[src/rtl/i2a_pkg.sv]
// ============================================================================
// i2a_pkg - shared definitions for the integer to ASCII radix converter
// Constants, character table and the divider status type used by the
// converter top level and its iterative divider.
// ============================================================================
package i2a_pkg;

    // Default width of the signed input value.
    localparam int VALUE_WIDTH_DEF = 16;

    // Quotient bits resolved by the divider in one clock cycle.
    localparam int DIV_STEP_BITS = 8;

    localparam int RADIX_W = 5;
    localparam int DIGIT_W = 4;
    localparam int CHAR_W  = 8;

    localparam logic [RADIX_W-1:0] RADIX_RESET = 5'd10;
    localparam logic [RADIX_W-1:0] RADIX_MIN   = 5'd2;
    localparam logic [RADIX_W-1:0] RADIX_MAX   = 5'd16;
    localparam logic [RADIX_W-1:0] RADIX_DEC   = 5'd10;

    localparam logic [CHAR_W-1:0] CHAR_ZERO  = 8'h30;
    localparam logic [CHAR_W-1:0] CHAR_MINUS = 8'h2D;

    // Configuration port geometry.
    localparam int APB_ADDR_W = 3;
    localparam int APB_DATA_W = 32;
    localparam logic [APB_ADDR_W-3:0] REG_RADIX = 1'b0;

    localparam logic [CHAR_W-1:0] DIGIT_CHARS [16] = '{
        8'h30, 8'h31, 8'h32, 8'h33, 8'h34, 8'h35, 8'h36, 8'h37,
        8'h38, 8'h39, 8'h41, 8'h42, 8'h43, 8'h44, 8'h45, 8'h46
    };

    typedef struct packed {
        logic               done;
        logic [DIGIT_W-1:0] remainder;
    } i2a_div_status_t;

    function automatic logic [CHAR_W-1:0] digit_char(input logic [DIGIT_W-1:0] d);
        return DIGIT_CHARS[d];
    endfunction

endpackage

[src/rtl/int16_to_ascii_radix_unit.sv]
// ============================================================================
// int16_to_ascii_radix_unit - signed integer to ASCII text converter
// Converts one signed value per input word into its ASCII digits in a
// programmable radix of 2 to 16, most significant character first.
// ============================================================================
//
// Usage. A number enters on the value channel (value_valid / value_ready)
// and leaves as a run of character words on the char channel (char_valid /
// char_ready); the final character of a number has last set. In radix ten a
// negative number is preceded by '-'; in other radices a negative number is
// printed as its raw two's complement pattern. Zero prints as "0".
// The radix register sits at byte address 0 of the APB port; values below
// two act as two and values above sixteen act as sixteen. Reset sets it to 10.
//
// Timing. The block takes one number at a time. Each digit passes the check
// state and then the iterative divider, and each emitted character needs a
// registered digit store read followed by the output load.
// value_ready is high only while the sequencer idles. The output register
// decouples the two sides: when the receiver stalls, the current character
// holds and the sequencer waits; the last character of a number may still
// wait while the next number is accepted. Reset clears all control state;
// no output word is pending after reset.
module int16_to_ascii_radix_unit #(
    parameter int VALUE_WIDTH = i2a_pkg::VALUE_WIDTH_DEF
) (
    input  logic                              clk,
    input  logic                              rst_n,
    // configuration port
    input  logic                              psel,
    input  logic                              penable,
    input  logic                              pwrite,
    input  logic [i2a_pkg::APB_ADDR_W-1:0]    paddr,
    input  logic [i2a_pkg::APB_DATA_W-1:0]    pwdata,
    output logic [i2a_pkg::APB_DATA_W-1:0]    prdata,
    output logic                              pready,
    // number input channel
    input  logic                              value_valid,
    output logic                              value_ready,
    input  logic signed [VALUE_WIDTH-1:0]     value,
    // character output channel
    output logic                              char_valid,
    input  logic                              char_ready,
    output logic [i2a_pkg::CHAR_W-1:0]        character,
    output logic                              last
);
    import i2a_pkg::*;

    localparam int IDX_W = $clog2(VALUE_WIDTH);
    localparam int CNT_W = $clog2(VALUE_WIDTH + 1);
    localparam logic [CNT_W-1:0] MAX_DIGITS = CNT_W'(VALUE_WIDTH);

    // Sequencer states.
    localparam logic [2:0] ST_IDLE  = 3'd0;
    localparam logic [2:0] ST_CHECK = 3'd1;
    localparam logic [2:0] ST_DIV   = 3'd2;
    localparam logic [2:0] ST_ZERO  = 3'd3;
    localparam logic [2:0] ST_SIGN  = 3'd4;
    localparam logic [2:0] ST_FETCH = 3'd5;
    localparam logic [2:0] ST_PUT   = 3'd6;

    logic [2:0]             state_reg, state_next;
    logic [RADIX_W-1:0]     radix_reg;
    logic [RADIX_W-1:0]     eff_radix;
    logic [RADIX_W-1:0]     eff_radix_reg;
    logic [VALUE_WIDTH-1:0] quot_reg;
    logic                   neg_pending_reg;
    logic [CNT_W-1:0]       count_reg;
    logic [IDX_W-1:0]       idx_reg;

    logic                   char_valid_reg;
    logic [CHAR_W-1:0]      char_reg;
    logic                   last_reg;
    logic                   out_free;

    logic [DIGIT_W-1:0]     digit_store [VALUE_WIDTH];
    logic [DIGIT_W-1:0]     rd_digit_reg;

    logic                   cfg_write;
    logic                   accept;
    logic                   finished;
    logic                   div_start;
    logic                   digit_wr;
    logic [VALUE_WIDTH-1:0] div_quot;
    i2a_div_status_t        div_status;

    // ------------------------------------------------------------------------
    // Configuration register.
    // ------------------------------------------------------------------------
    assign pready    = 1'b1;
    assign cfg_write = psel && penable && pwrite && pready;

    always_ff @(posedge clk or negedge rst_n)
    begin
        if (!rst_n)
        begin
            radix_reg <= RADIX_RESET;
        end
        else if (cfg_write && (paddr[APB_ADDR_W-1:2] == REG_RADIX))
        begin
            radix_reg <= pwdata[RADIX_W-1:0];
        end
    end

    assign prdata = (paddr[APB_ADDR_W-1:2] == REG_RADIX) ?
                    APB_DATA_W'(radix_reg) : '0;

    // Out-of-range radix values are clamped into two to sixteen.
    always_comb
    begin
        if (radix_reg < RADIX_MIN)
        begin
            eff_radix = RADIX_MIN;
        end
        else if (radix_reg > RADIX_MAX)
        begin
            eff_radix = RADIX_MAX;
        end
        else
        begin
            eff_radix = radix_reg;
        end
    end

    // ------------------------------------------------------------------------
    // Iterative divider, used for every digit.
    // ------------------------------------------------------------------------
    i2a_div #(
        .VALUE_WIDTH (VALUE_WIDTH)
    ) u_div (
        .clk      (clk),
        .rst_n    (rst_n),
        .start    (div_start),
        .dividend (quot_reg),
        .divisor  (eff_radix_reg),
        .quotient (div_quot),
        .status   (div_status)
    );

    // ------------------------------------------------------------------------
    // Sequencer.
    // ------------------------------------------------------------------------
    assign value_ready = (state_reg == ST_IDLE);
    assign accept      = value_valid && value_ready;
    assign out_free    = !char_valid_reg || char_ready;

    // Digit extraction stops once the quotient reaches zero or the digit store is full.
    assign finished  = (quot_reg == '0) || (count_reg == MAX_DIGITS);
    assign div_start = (state_reg == ST_CHECK) && !finished;
    assign digit_wr  = (state_reg == ST_DIV) && div_status.done;

    always_comb
    begin
        state_next = state_reg;
        unique case (state_reg)
            ST_IDLE:
            begin
                if (accept)
                begin
                    state_next = ST_CHECK;
                end
            end
            ST_CHECK:
            begin
                if (!finished)
                begin
                    state_next = ST_DIV;
                end
                else if (count_reg == '0)
                begin
                    state_next = ST_ZERO;
                end
                else if (neg_pending_reg)
                begin
                    state_next = ST_SIGN;
                end
                else
                begin
                    state_next = ST_FETCH;
                end
            end
            ST_DIV:
            begin
                if (div_status.done)
                begin
                    state_next = ST_CHECK;
                end
            end
            ST_ZERO:
            begin
                if (out_free)
                begin
                    state_next = ST_IDLE;
                end
            end
            ST_SIGN:
            begin
                if (out_free)
                begin
                    state_next = ST_FETCH;
                end
            end
            ST_FETCH:
            begin
                state_next = ST_PUT;
            end
            ST_PUT:
            begin
                if (out_free)
                begin
                    state_next = (idx_reg == '0) ? ST_IDLE : ST_FETCH;
                end
            end
            default:
            begin
                state_next = ST_IDLE;
            end
        endcase
    end

    always_ff @(posedge clk or negedge rst_n)
    begin
        if (!rst_n)
        begin
            state_reg       <= ST_IDLE;
            eff_radix_reg   <= RADIX_RESET;
            quot_reg        <= '0;
            neg_pending_reg <= 1'b0;
            count_reg       <= '0;
            idx_reg         <= '0;
        end
        else
        begin
            state_reg <= state_next;
            if (accept)
            begin
                eff_radix_reg <= eff_radix;
                count_reg     <= '0;
                // Only decimal prints a sign; the magnitude of the most
                // negative value still fits as an unsigned pattern.
                if (value[VALUE_WIDTH-1] && (eff_radix == RADIX_DEC))
                begin
                    neg_pending_reg <= 1'b1;
                    quot_reg        <= VALUE_WIDTH'(~value + 1'b1);
                end
                else
                begin
                    neg_pending_reg <= 1'b0;
                    quot_reg        <= value;
                end
            end
            if (digit_wr)
            begin
                quot_reg  <= div_quot;
                count_reg <= count_reg + 1'b1;
            end
            if ((state_reg == ST_CHECK) && finished)
            begin
                idx_reg <= IDX_W'(count_reg - 1'b1);
            end
            if ((state_reg == ST_PUT) && out_free && (idx_reg != '0))
            begin
                idx_reg <= idx_reg - 1'b1;
            end
        end
    end

    // ------------------------------------------------------------------------
    // Digit store, least significant digit first, registered read.
    // ------------------------------------------------------------------------
    always_ff @(posedge clk)
    begin
        if (digit_wr)
        begin
            digit_store[count_reg[IDX_W-1:0]] <= div_status.remainder;
        end
        rd_digit_reg <= digit_store[idx_reg];
    end

    // ------------------------------------------------------------------------
    // Output register.
    // ------------------------------------------------------------------------
    always_ff @(posedge clk or negedge rst_n)
    begin
        if (!rst_n)
        begin
            char_valid_reg <= 1'b0;
        end
        else if (out_free &&
                 ((state_reg == ST_ZERO) || (state_reg == ST_SIGN) ||
                  (state_reg == ST_PUT)))
        begin
            char_valid_reg <= 1'b1;
        end
        else if (char_ready)
        begin
            char_valid_reg <= 1'b0;
        end
    end

    always_ff @(posedge clk)
    begin
        if (out_free)
        begin
            if (state_reg == ST_ZERO)
            begin
                char_reg <= CHAR_ZERO;
                last_reg <= 1'b1;
            end
            else if (state_reg == ST_SIGN)
            begin
                char_reg <= CHAR_MINUS;
                last_reg <= 1'b0;
            end
            else if (state_reg == ST_PUT)
            begin
                char_reg <= digit_char(rd_digit_reg);
                last_reg <= (idx_reg == '0);
            end
        end
    end

    assign char_valid = char_valid_reg;
    assign character  = char_reg;
    assign last       = last_reg;

endmodule

[src/rtl/i2a_div.sv]
// ============================================================================
// i2a_div - iterative divider by a small radix
// Restoring division of an unsigned value by a divisor of 2 to 16, a fixed
// number of quotient bits per cycle, with a one-cycle done pulse at the end.
// ============================================================================
module i2a_div #(
    parameter int VALUE_WIDTH = i2a_pkg::VALUE_WIDTH_DEF
) (
    input  logic                          clk,
    input  logic                          rst_n,
    input  logic                          start,
    input  logic [VALUE_WIDTH-1:0]        dividend,
    input  logic [i2a_pkg::RADIX_W-1:0]   divisor,
    output logic [VALUE_WIDTH-1:0]        quotient,
    output i2a_pkg::i2a_div_status_t      status
);
    import i2a_pkg::*;

    localparam int STEPS = (VALUE_WIDTH + DIV_STEP_BITS - 1) / DIV_STEP_BITS;
    localparam int PAD_W = STEPS * DIV_STEP_BITS;
    localparam int CNT_W = (STEPS > 1) ? $clog2(STEPS) : 1;
    localparam logic [CNT_W-1:0] LAST_STEP = CNT_W'(STEPS - 1);

    logic [PAD_W-1:0]   work_reg, work_next;
    logic [DIGIT_W-1:0] rem_reg, rem_next;
    logic [RADIX_W-1:0] div_reg;
    logic [CNT_W-1:0]   cnt_reg;
    logic               busy_reg;
    logic               done_reg;

    // One cycle of the restoring division: for each of DIV_STEP_BITS dividend
    // bits, shift the bit in, try to subtract, and record its quotient bit.
    always_comb
    begin
        logic [RADIX_W-1:0]       trial;
        logic [DIGIT_W-1:0]       r;
        logic [DIV_STEP_BITS-1:0] qb;
        r  = rem_reg;
        qb = '0;
        for (int i = 0; i < DIV_STEP_BITS; i++)
        begin
            trial = {r, work_reg[PAD_W-1-i]};
            if (trial >= div_reg)
            begin
                r = DIGIT_W'(trial - div_reg);
                qb[DIV_STEP_BITS-1-i] = 1'b1;
            end
            else
            begin
                r = trial[DIGIT_W-1:0];
            end
        end
        rem_next = r;
        if (PAD_W > DIV_STEP_BITS)
        begin
            work_next = PAD_W'({work_reg, qb});
        end
        else
        begin
            work_next = PAD_W'(qb);
        end
    end

    always_ff @(posedge clk or negedge rst_n)
    begin
        if (!rst_n)
        begin
            busy_reg <= 1'b0;
            done_reg <= 1'b0;
            cnt_reg  <= '0;
        end
        else
        begin
            done_reg <= 1'b0;
            if (start)
            begin
                busy_reg <= 1'b1;
                cnt_reg  <= '0;
            end
            else if (busy_reg)
            begin
                cnt_reg <= cnt_reg + 1'b1;
                if (cnt_reg == LAST_STEP)
                begin
                    busy_reg <= 1'b0;
                    done_reg <= 1'b1;
                end
            end
        end
    end

    always_ff @(posedge clk)
    begin
        if (start)
        begin
            work_reg <= PAD_W'(dividend);
            rem_reg  <= '0;
            div_reg  <= divisor;
        end
        else if (busy_reg)
        begin
            work_reg <= work_next;
            rem_reg  <= rem_next;
        end
    end

    assign quotient         = work_reg[VALUE_WIDTH-1:0];
    assign status.done      = done_reg;
    assign status.remainder = rem_reg;

endmodule
[config.mk]
export PLATFORM = sky130hd
export DESIGN_NAME = int16_to_ascii_radix_unit
export DESIGN_NICKNAME = d
export VERILOG_FILES = /design/src/rtl/i2a_pkg.sv /design/src/rtl/int16_to_ascii_radix_unit.sv /design/src/rtl/i2a_div.sv
export SDC_FILE = /design/constraint.sdc
export NUM_CORES = 1
export LEC_CHECK = 0
export BUFFER_PORTS_ARGS = -buffer_cell sky130_fd_sc_hd__clkbuf_2
export CELL_PAD_IN_SITES_DETAIL_PLACEMENT = 1
export CELL_PAD_IN_SITES_GLOBAL_PLACEMENT = 2
export CORE_UTILIZATION = 34
export CTS_CLUSTER_DIAMETER = 40
export DETAILED_ROUTE_END_ITERATION = 12
export PLACE_DENSITY_LB_ADDON = 0.05
export SYNTH_ARGS = -nofsm -noshare
export SYNTH_HDL_FRONTEND = slang
export SYNTH_SLANG_ARGS = --single-unit
[constraint.sdc]
create_clock -name clk -period 15 [get_ports clk]
set_input_delay 4.5 -clock clk [delete_from_list [all_inputs] [get_ports clk]]
set_output_delay 4.5 -clock clk [all_outputs]
set_load 0.01 [all_outputs]
### Word level (Yosys, flattened, before mapping)

Memories as Yosys holds them, arrays and structs flattened. A register that Yosys moved wholly into a read port is not among the register bits.
Cells that the tools add are included.

* bits in registers: 77
* latch bits: 0
* memory bits (writable): 64
* memory bits (read-only): 128
* input bits: 58
* output and inout port bits: 44
* logic and storage cells: 146
* memories: 2

* add/subtract/negate cells: 13
* multipliers: 0
* divide/modulo/power cells: 0
* order comparisons: 11
* equal/unequal tests: 13
* shift-type cells: 0
* muxes and demuxes: 57
* bitwise gates (word level): 3
* reductions and logical operators: 30

Memories
* (name not given): depth 16, width 8, read ports 1, clocked after Yosys merged registers in 0, wr ports 0, line i2a_pkg.sv:42 `return DIGIT_CHARS[d];`
* digit_store: depth 16, width 4, read ports 1, clocked after Yosys merged registers in 1, wr ports 1, line int16_to_ascii_radix_unit.sv:75 `logic [DIGIT_W-1:0] digit_store [VALUE_WIDTH];`

Operator list (count)
* 2-to-1 mux 16 bit: 5
* >= comparator 5 bit: 8
* 2-to-1 mux 4 bit: 10
* subtractor 4 bit: 8
* 2-to-1 mux 5 bit: 6
* 2-to-1 mux 1 bit: 24
* 2-to-1 mux 3 bit: 8
* 2-to-1 mux 8 bit: 3
* one-hot mux 3 bit (7 select lines): 1
* adder 16 x 1 -> 16 bit (second input constant): 1
* logical NOT 16 bit: 1
* inverter 16 bit: 1
* logical AND 1 bit: 11
* equality test 3 bit (second input constant): 3
* nonzero test 2 bit: 4
* subtractor 4 x 1 -> 4 bit (second input constant): 2
* equality test 3 x 2 -> 1 bit (second input constant): 2
* inequality test 2 bit (second input constant): 3
* adder 5 x 1 -> 5 bit (second input constant): 1
* equality test 5 x 4 -> 1 bit (second input constant): 1
* equality test 5 bit (second input constant): 1
* >= comparator 5 bit (second input constant): 1
* > comparator 5 bit (second input constant): 1
* logical NOT 5 bit: 1
* 15 further kinds: 20

### Depth between registers and ports, before layout

* depth after elaboration: 18
* depth in mapped cells: 51
* gate-level depth less buffers: 50

### Modules after synthesis

From an unflattened synthesis, not the netlist that was laid out.

* cells, all modules: 728
* area total of the unflattened synthesis: 8455.6 µm²

Modules (own cells, without submodules)
* int16_to_ascii_radix_unit: times used 1, cells an instance 442, area an instance 5574.1 µm², sequential area each 3248.1 µm²
* i2a_div: times used 1, cells an instance 286, area an instance 2881.5 µm², sequential area each 785.8 µm²

### Worst setup path before layout

Ideal clock, no wire load.

* path type: flip-flop to flip-flop
* from: register u_div.div_reg[1]
* to: register u_div.rem_reg[1]
* library setup time: 0.074 ns
* arrival: 10.696 ns
* required time: 14.926 ns
* path slack: 4.231 ns
* stages on the path, launching flop included: 49
* path buffers: 1
* period minus slack after synthesis: 10.769 ns
* cell sequence: edfxtp_1 -> inv_1 -> ha_1 -> nor2b_1 -> o31a_1 -> or3_4 -> a211o_1 -> nand2_1 -> ha_1 -> a21o_1 -> a31oi_1 -> o21ai_0 -> nor3_1 -> a21oi_1 -> ha_1 -> o21a_1 -> o31a_1 -> o22ai_2 -> [... 13 more ...] -> a21oi_1 -> ha_1 -> and4_1 -> nor3_1 -> a21o_1 -> mux2i_1 -> ha_1 -> a21o_1 -> a31oi_1 -> o21ai_0 -> buf_2 -> o21ai_0 -> ha_1 -> a21o_1 -> a31oi_1 -> o21ai_1 -> a2111o_1 -> a21oi_1

* longest elaborated chain between the ends: 16
* elaborated cells between the ends (all ways): 24
* those cells by class: add/sub: 8; order compare: 8; mux: 8

Ends and longest elaborated chain
* start: declaration: line i2a_div.sv:26 `logic [RADIX_W-1:0] div_reg;`
* start signal: assignment: line i2a_div.sv:98 `div_reg <= divisor;`
* subtractor 4 bit / >= comparator 5 bit (equally long branches): line i2a_div.sv:45, i2a_div.sv:43
* 2-to-1 mux 4 bit: line i2a_div.sv:43 `if (trial >= div_reg)`
* subtractor 4 bit / >= comparator 5 bit (equally long branches): line i2a_div.sv:45, i2a_div.sv:43
* 2-to-1 mux 4 bit: line i2a_div.sv:43
* subtractor 4 bit / >= comparator 5 bit (equally long branches): line i2a_div.sv:45, i2a_div.sv:43
* 2-to-1 mux 4 bit: line i2a_div.sv:43
* >= comparator 5 bit / subtractor 4 bit (equally long branches): line i2a_div.sv:43, i2a_div.sv:45
* 2-to-1 mux 4 bit: line i2a_div.sv:43
* subtractor 4 bit / >= comparator 5 bit (equally long branches): line i2a_div.sv:45, i2a_div.sv:43
* 2-to-1 mux 4 bit: line i2a_div.sv:43
* subtractor 4 bit / >= comparator 5 bit (equally long branches): line i2a_div.sv:45, i2a_div.sv:43
* 2-to-1 mux 4 bit: line i2a_div.sv:43
* >= comparator 5 bit / subtractor 4 bit (equally long branches): line i2a_div.sv:43, i2a_div.sv:45
* 2-to-1 mux 4 bit: line i2a_div.sv:43
* subtractor 4 bit / >= comparator 5 bit (equally long branches): line i2a_div.sv:45, i2a_div.sv:43
* 2-to-1 mux 4 bit *: line i2a_div.sv:43
* end signal: assignment: line i2a_div.sv:103 `rem_reg <= rem_next;`
* end: declaration: line i2a_div.sv:25 `logic [DIGIT_W-1:0] rem_reg, rem_next;`

Mark *: on every way between the ends. The rest lies on a longest branch, timed or not.
A chain may end at the register's enable or synchronous reset.

### Worst setup path after layout

* from: register u_div.div_reg[1]
* to: register u_div.rem_reg[2]

Same word-level chain as after synthesis.

==> key figures <==
Run status
  – Status: completed

Yosys
  – Netlist cell types: about 70
  – Top cell type's share of synthesized area: ~33%
  – Post-synth top cells: 93 x edfxtp_1, 70 x nand2_1, 61 x nor2_1
  – Mapped cell area: around 0.0085 sq mm
  – Top-count cell post-synth: edfxtp_1
  – Post-Synthesis Cells: about 770
  – Syn Area/Cell: 11.03 sq um
  – Sequential area share after synthesis: ~48%
  – Dominant synthesized flop cell: edfxtp_1
  – Number of flops mapped to enable cells by yosys: 93
  – Post-synth ARST share: roughly 30%
  – Yosys reg bits: roughly 140
  – Ranking of synthesized cells by area: edfxtp_1 33%, dfrtp_1 12%, ha_1 7.1%
  – Cell taking the most area after synthesis: edfxtp_1
  – Synth warnings: 0

CTS
  – Clk sinks: around 140
  – Maximum buffer depth of the clock tree: 2
  – Postcts setup bufs: 0
  – CTS tree: done
  – Post-cts sizing count: 0
  – Htree depth: 4
  – Hold Buf Count CTS: 0
  – CTS Root Cell: clkbuf_16
  – CTS buffer count: 17
  – Worst-Skew Late Latency: 0.44 ns
  – CTS clk-pin slew, worst paths: 0.07 ns

GRT
  – Vias in the first global route: 6401
  – Remaining Overflow, GRT: 0
  – GRT Util Overall: between 10% and 20%
  – Largest net degree at the start of global routing: 44
  – First-pass GRT wire length: ~35000 um
  – Initial antenna violation count: 0

Timing
  – Final Max Slew Viols: 0
  – Count of final setup violators: 0
  – Slew of the pin with the lowest slew margin: about 1.2 ns
  – Clock Skews: about 0.019 ns
  – Final critical-path share of the clock period: 90.47%
  – RSZ-0062 raised after global routing: no
  – Final min period: roughly 14 ns
  – Final Hold Fails: 0
  – Worst slew margin: 22.30%
  – Setup TNS: 0 ns
  – Max frequency: 73.69 MHz

Placement
  – DP Wirelength: between 15000 and 20000 um
  – Port buffer count: 43
  – RePlAce Congestion: approximately 0.77

Floorplanning
  – Row count: between 50 and 60
  – Die W: between 150 and 200 um
  – I/O Pins: between 100 and 150
  – Die area: between 0.02 and 0.03 sq mm
  – Core Box Area: approximately 0.024 sq mm
  – Initial Util: between 30% and 40%
  – Chip height: around 160 um

Detailed routing
  – DR vias: roughly 5.9k
  – Via/cell ratio: between 5 and 6
  – Antenna Nets Post-Route: 0
  – Routed WL per cell: approximately 19 um
  – Post-route DRC: 0
  – Total wire length: 21550 um
  – Initial detailed-routing violation count: 206
  – Number of iterations in the first detailed-routing pass: 4

Cells and area
  – Nets: 920
  – Share of cells above drive strength 1: 16.00%
  – Diodes inserted: 0
  – Area delta synth->final: 12.30%
  – Layout Utilization: ~39%
  – Max reg flops: 64

Worst setup path
  – Cell mode on critical path: ha_1
  – Setup CP Type: flip-flop to flip-flop
  – Crit-path slowest cell: o21ai_0
  – Max FO, Critical Path: 11
  – Crit. End Element: flip-flop
  – WP data arrival: between 10 and 15 ns
  – Worst Path Required: between 15 and 20 ns
  – CP max stage delay: around 0.91 ns
  – Worst setup SP type: flip-flop

Run
  – Max Cap Violations: 0

Worst hold path
  – Worst Hold Class: flip-flop to flip-flop
## final timing paths
path | startpoint | cells past startpoint | end | slack (ns)
max | u_div.div_reg[1]$_DFFE_PP_ | 48 | u_div.rem_reg[2]$_SDFFE_PP0P_ | 1.43
min | eff_radix_reg[4]$_DFFE_PN0P_ | 0 | u_div.div_reg[4]$_DFFE_PP_ | 0.46
max reg2reg | u_div.div_reg[1]$_DFFE_PP_ | 48 | u_div.rem_reg[2]$_SDFFE_PP0P_ | 1.43
min reg2reg | eff_radix_reg[4]$_DFFE_PN0P_ | 0 | u_div.div_reg[4]$_DFFE_PP_ | 0.46
max in group asynchronous | rst_n | 2 | eff_radix_reg[0]$_DFFE_PN0P_ | 10.44
min in group asynchronous | rst_n | 2 | char_valid$_DFFE_PN0P_ | 4.13
## critical path, delay by kind of cell (launching register included)
family | cells | cell delay [ns]
and+or+nand+nor | 9 | 1.76
muxes | 4 | 1.40
buffers and inverters | 4 | 0.76
AOI/OAI and AO/OA | 23 | 6.26
adders and majority gates | 8 | 2.60
DFF | 1 | 0.72
## per-layer routing
metal | GRT usage (%) | vias up | part of all wire [%] | routed length (um)
met5 | 0 | - | 0 | 0
met1 | 21.50 | 2945 | 44 | 9387
met3 | 2.831 | 20 | 1.9 | 414
met2 | 32.53 | 70 | 53 | 11470
li1 | - | 2865 | - | -
met4 | 5.368 | 0 | 1.3 | 282
## layout make-up
| class | count | area (sq um) |
|---|---|---|
| fill | 2690 | 14870 |
| multi-input combinational | 557 | 4065 |
| sequential | 144 | 4034 |
| clock buffer | 17 | 425.4 |
| tap | 324 | 405.4 |
| timing repair buffer | 49 | 260.3 |
| clock inverter | 15 | 187.7 |
| inverter | 37 | 138.9 |
## placed cells by master (no fill, tap or decap), types with 4 or more instances in the layout
| master | n |
|---|---|
| a31oi_1 | 7 |
| o21ai_0 | 42 |
| ha_1 | 48 |
| nand2b_1 | 14 |
| xor2_1 | 6 |
| and4_1 | 5 |
| fa_1 | 8 |
| mux4_2 | 20 |
| or4_1 | 4 |
| a22oi_1 | 11 |
| dfxtp_1 | 8 |
| conb_1 | 29 |
| and3_1 | 4 |
| clkinv_8 | 6 |
| xnor2_1 | 16 |
| buf_4 | 6 |
| mux2i_1 | 15 |
| nor4_1 | 8 |
| a32o_1 | 5 |
| nor2_1 | 61 |
| o31ai_1 | 4 |
| a21oi_1 | 41 |
| nand3_1 | 14 |
| o211ai_1 | 8 |
| nor2b_1 | 15 |
| nand2_1 | 70 |
| inv_1 | 37 |
| clkbuf_2 | 43 |
| nor3_1 | 18 |
| inv_8 | 5 |
| edfxtp_1 | 93 |
| o21a_1 | 12 |
| a21o_1 | 10 |
| dfstp_2 | 4 |
| mux2_2 | 11 |
| dfrtp_1 | 39 |
| clkbuf_16 | 17 |
## cell families after synthesis
group	after synthesis	share of synthesized area, %
AND/OR/NAND/NOR	233	13.48
AO/OA/AOI/OAI	170	13.27
flip-flops	144	47.60
buffers and inverters	94	5.625
adder cells (fa/ha/maj)	56	8.977
multiplexers	47	8.681
XOR/XNOR	22	2.274
other	2	0.08862
## metrics by stage
stage | area, sq um | cells | hold slack [ns] | worst slack [ns]
after global placement | 8904 | 1111 | 0.4365 | 1.599
final | 9517 | 1143 | 0.4558 | 1.430
after CTS | 9517 | 1143 | 0.4577 | 1.232
after global routing | 9517 | 1143 | 0.4794 | 0.3664
after floorplan | 8576 | 795 | 0.4248 | 4.231
after detailed placement | 8904 | 1111 | 0.4418 | 1.318
Power is left out: the tool's default activity adds up to more than one toggle a clock period on the data nets, which glitch-free logic cannot reach.
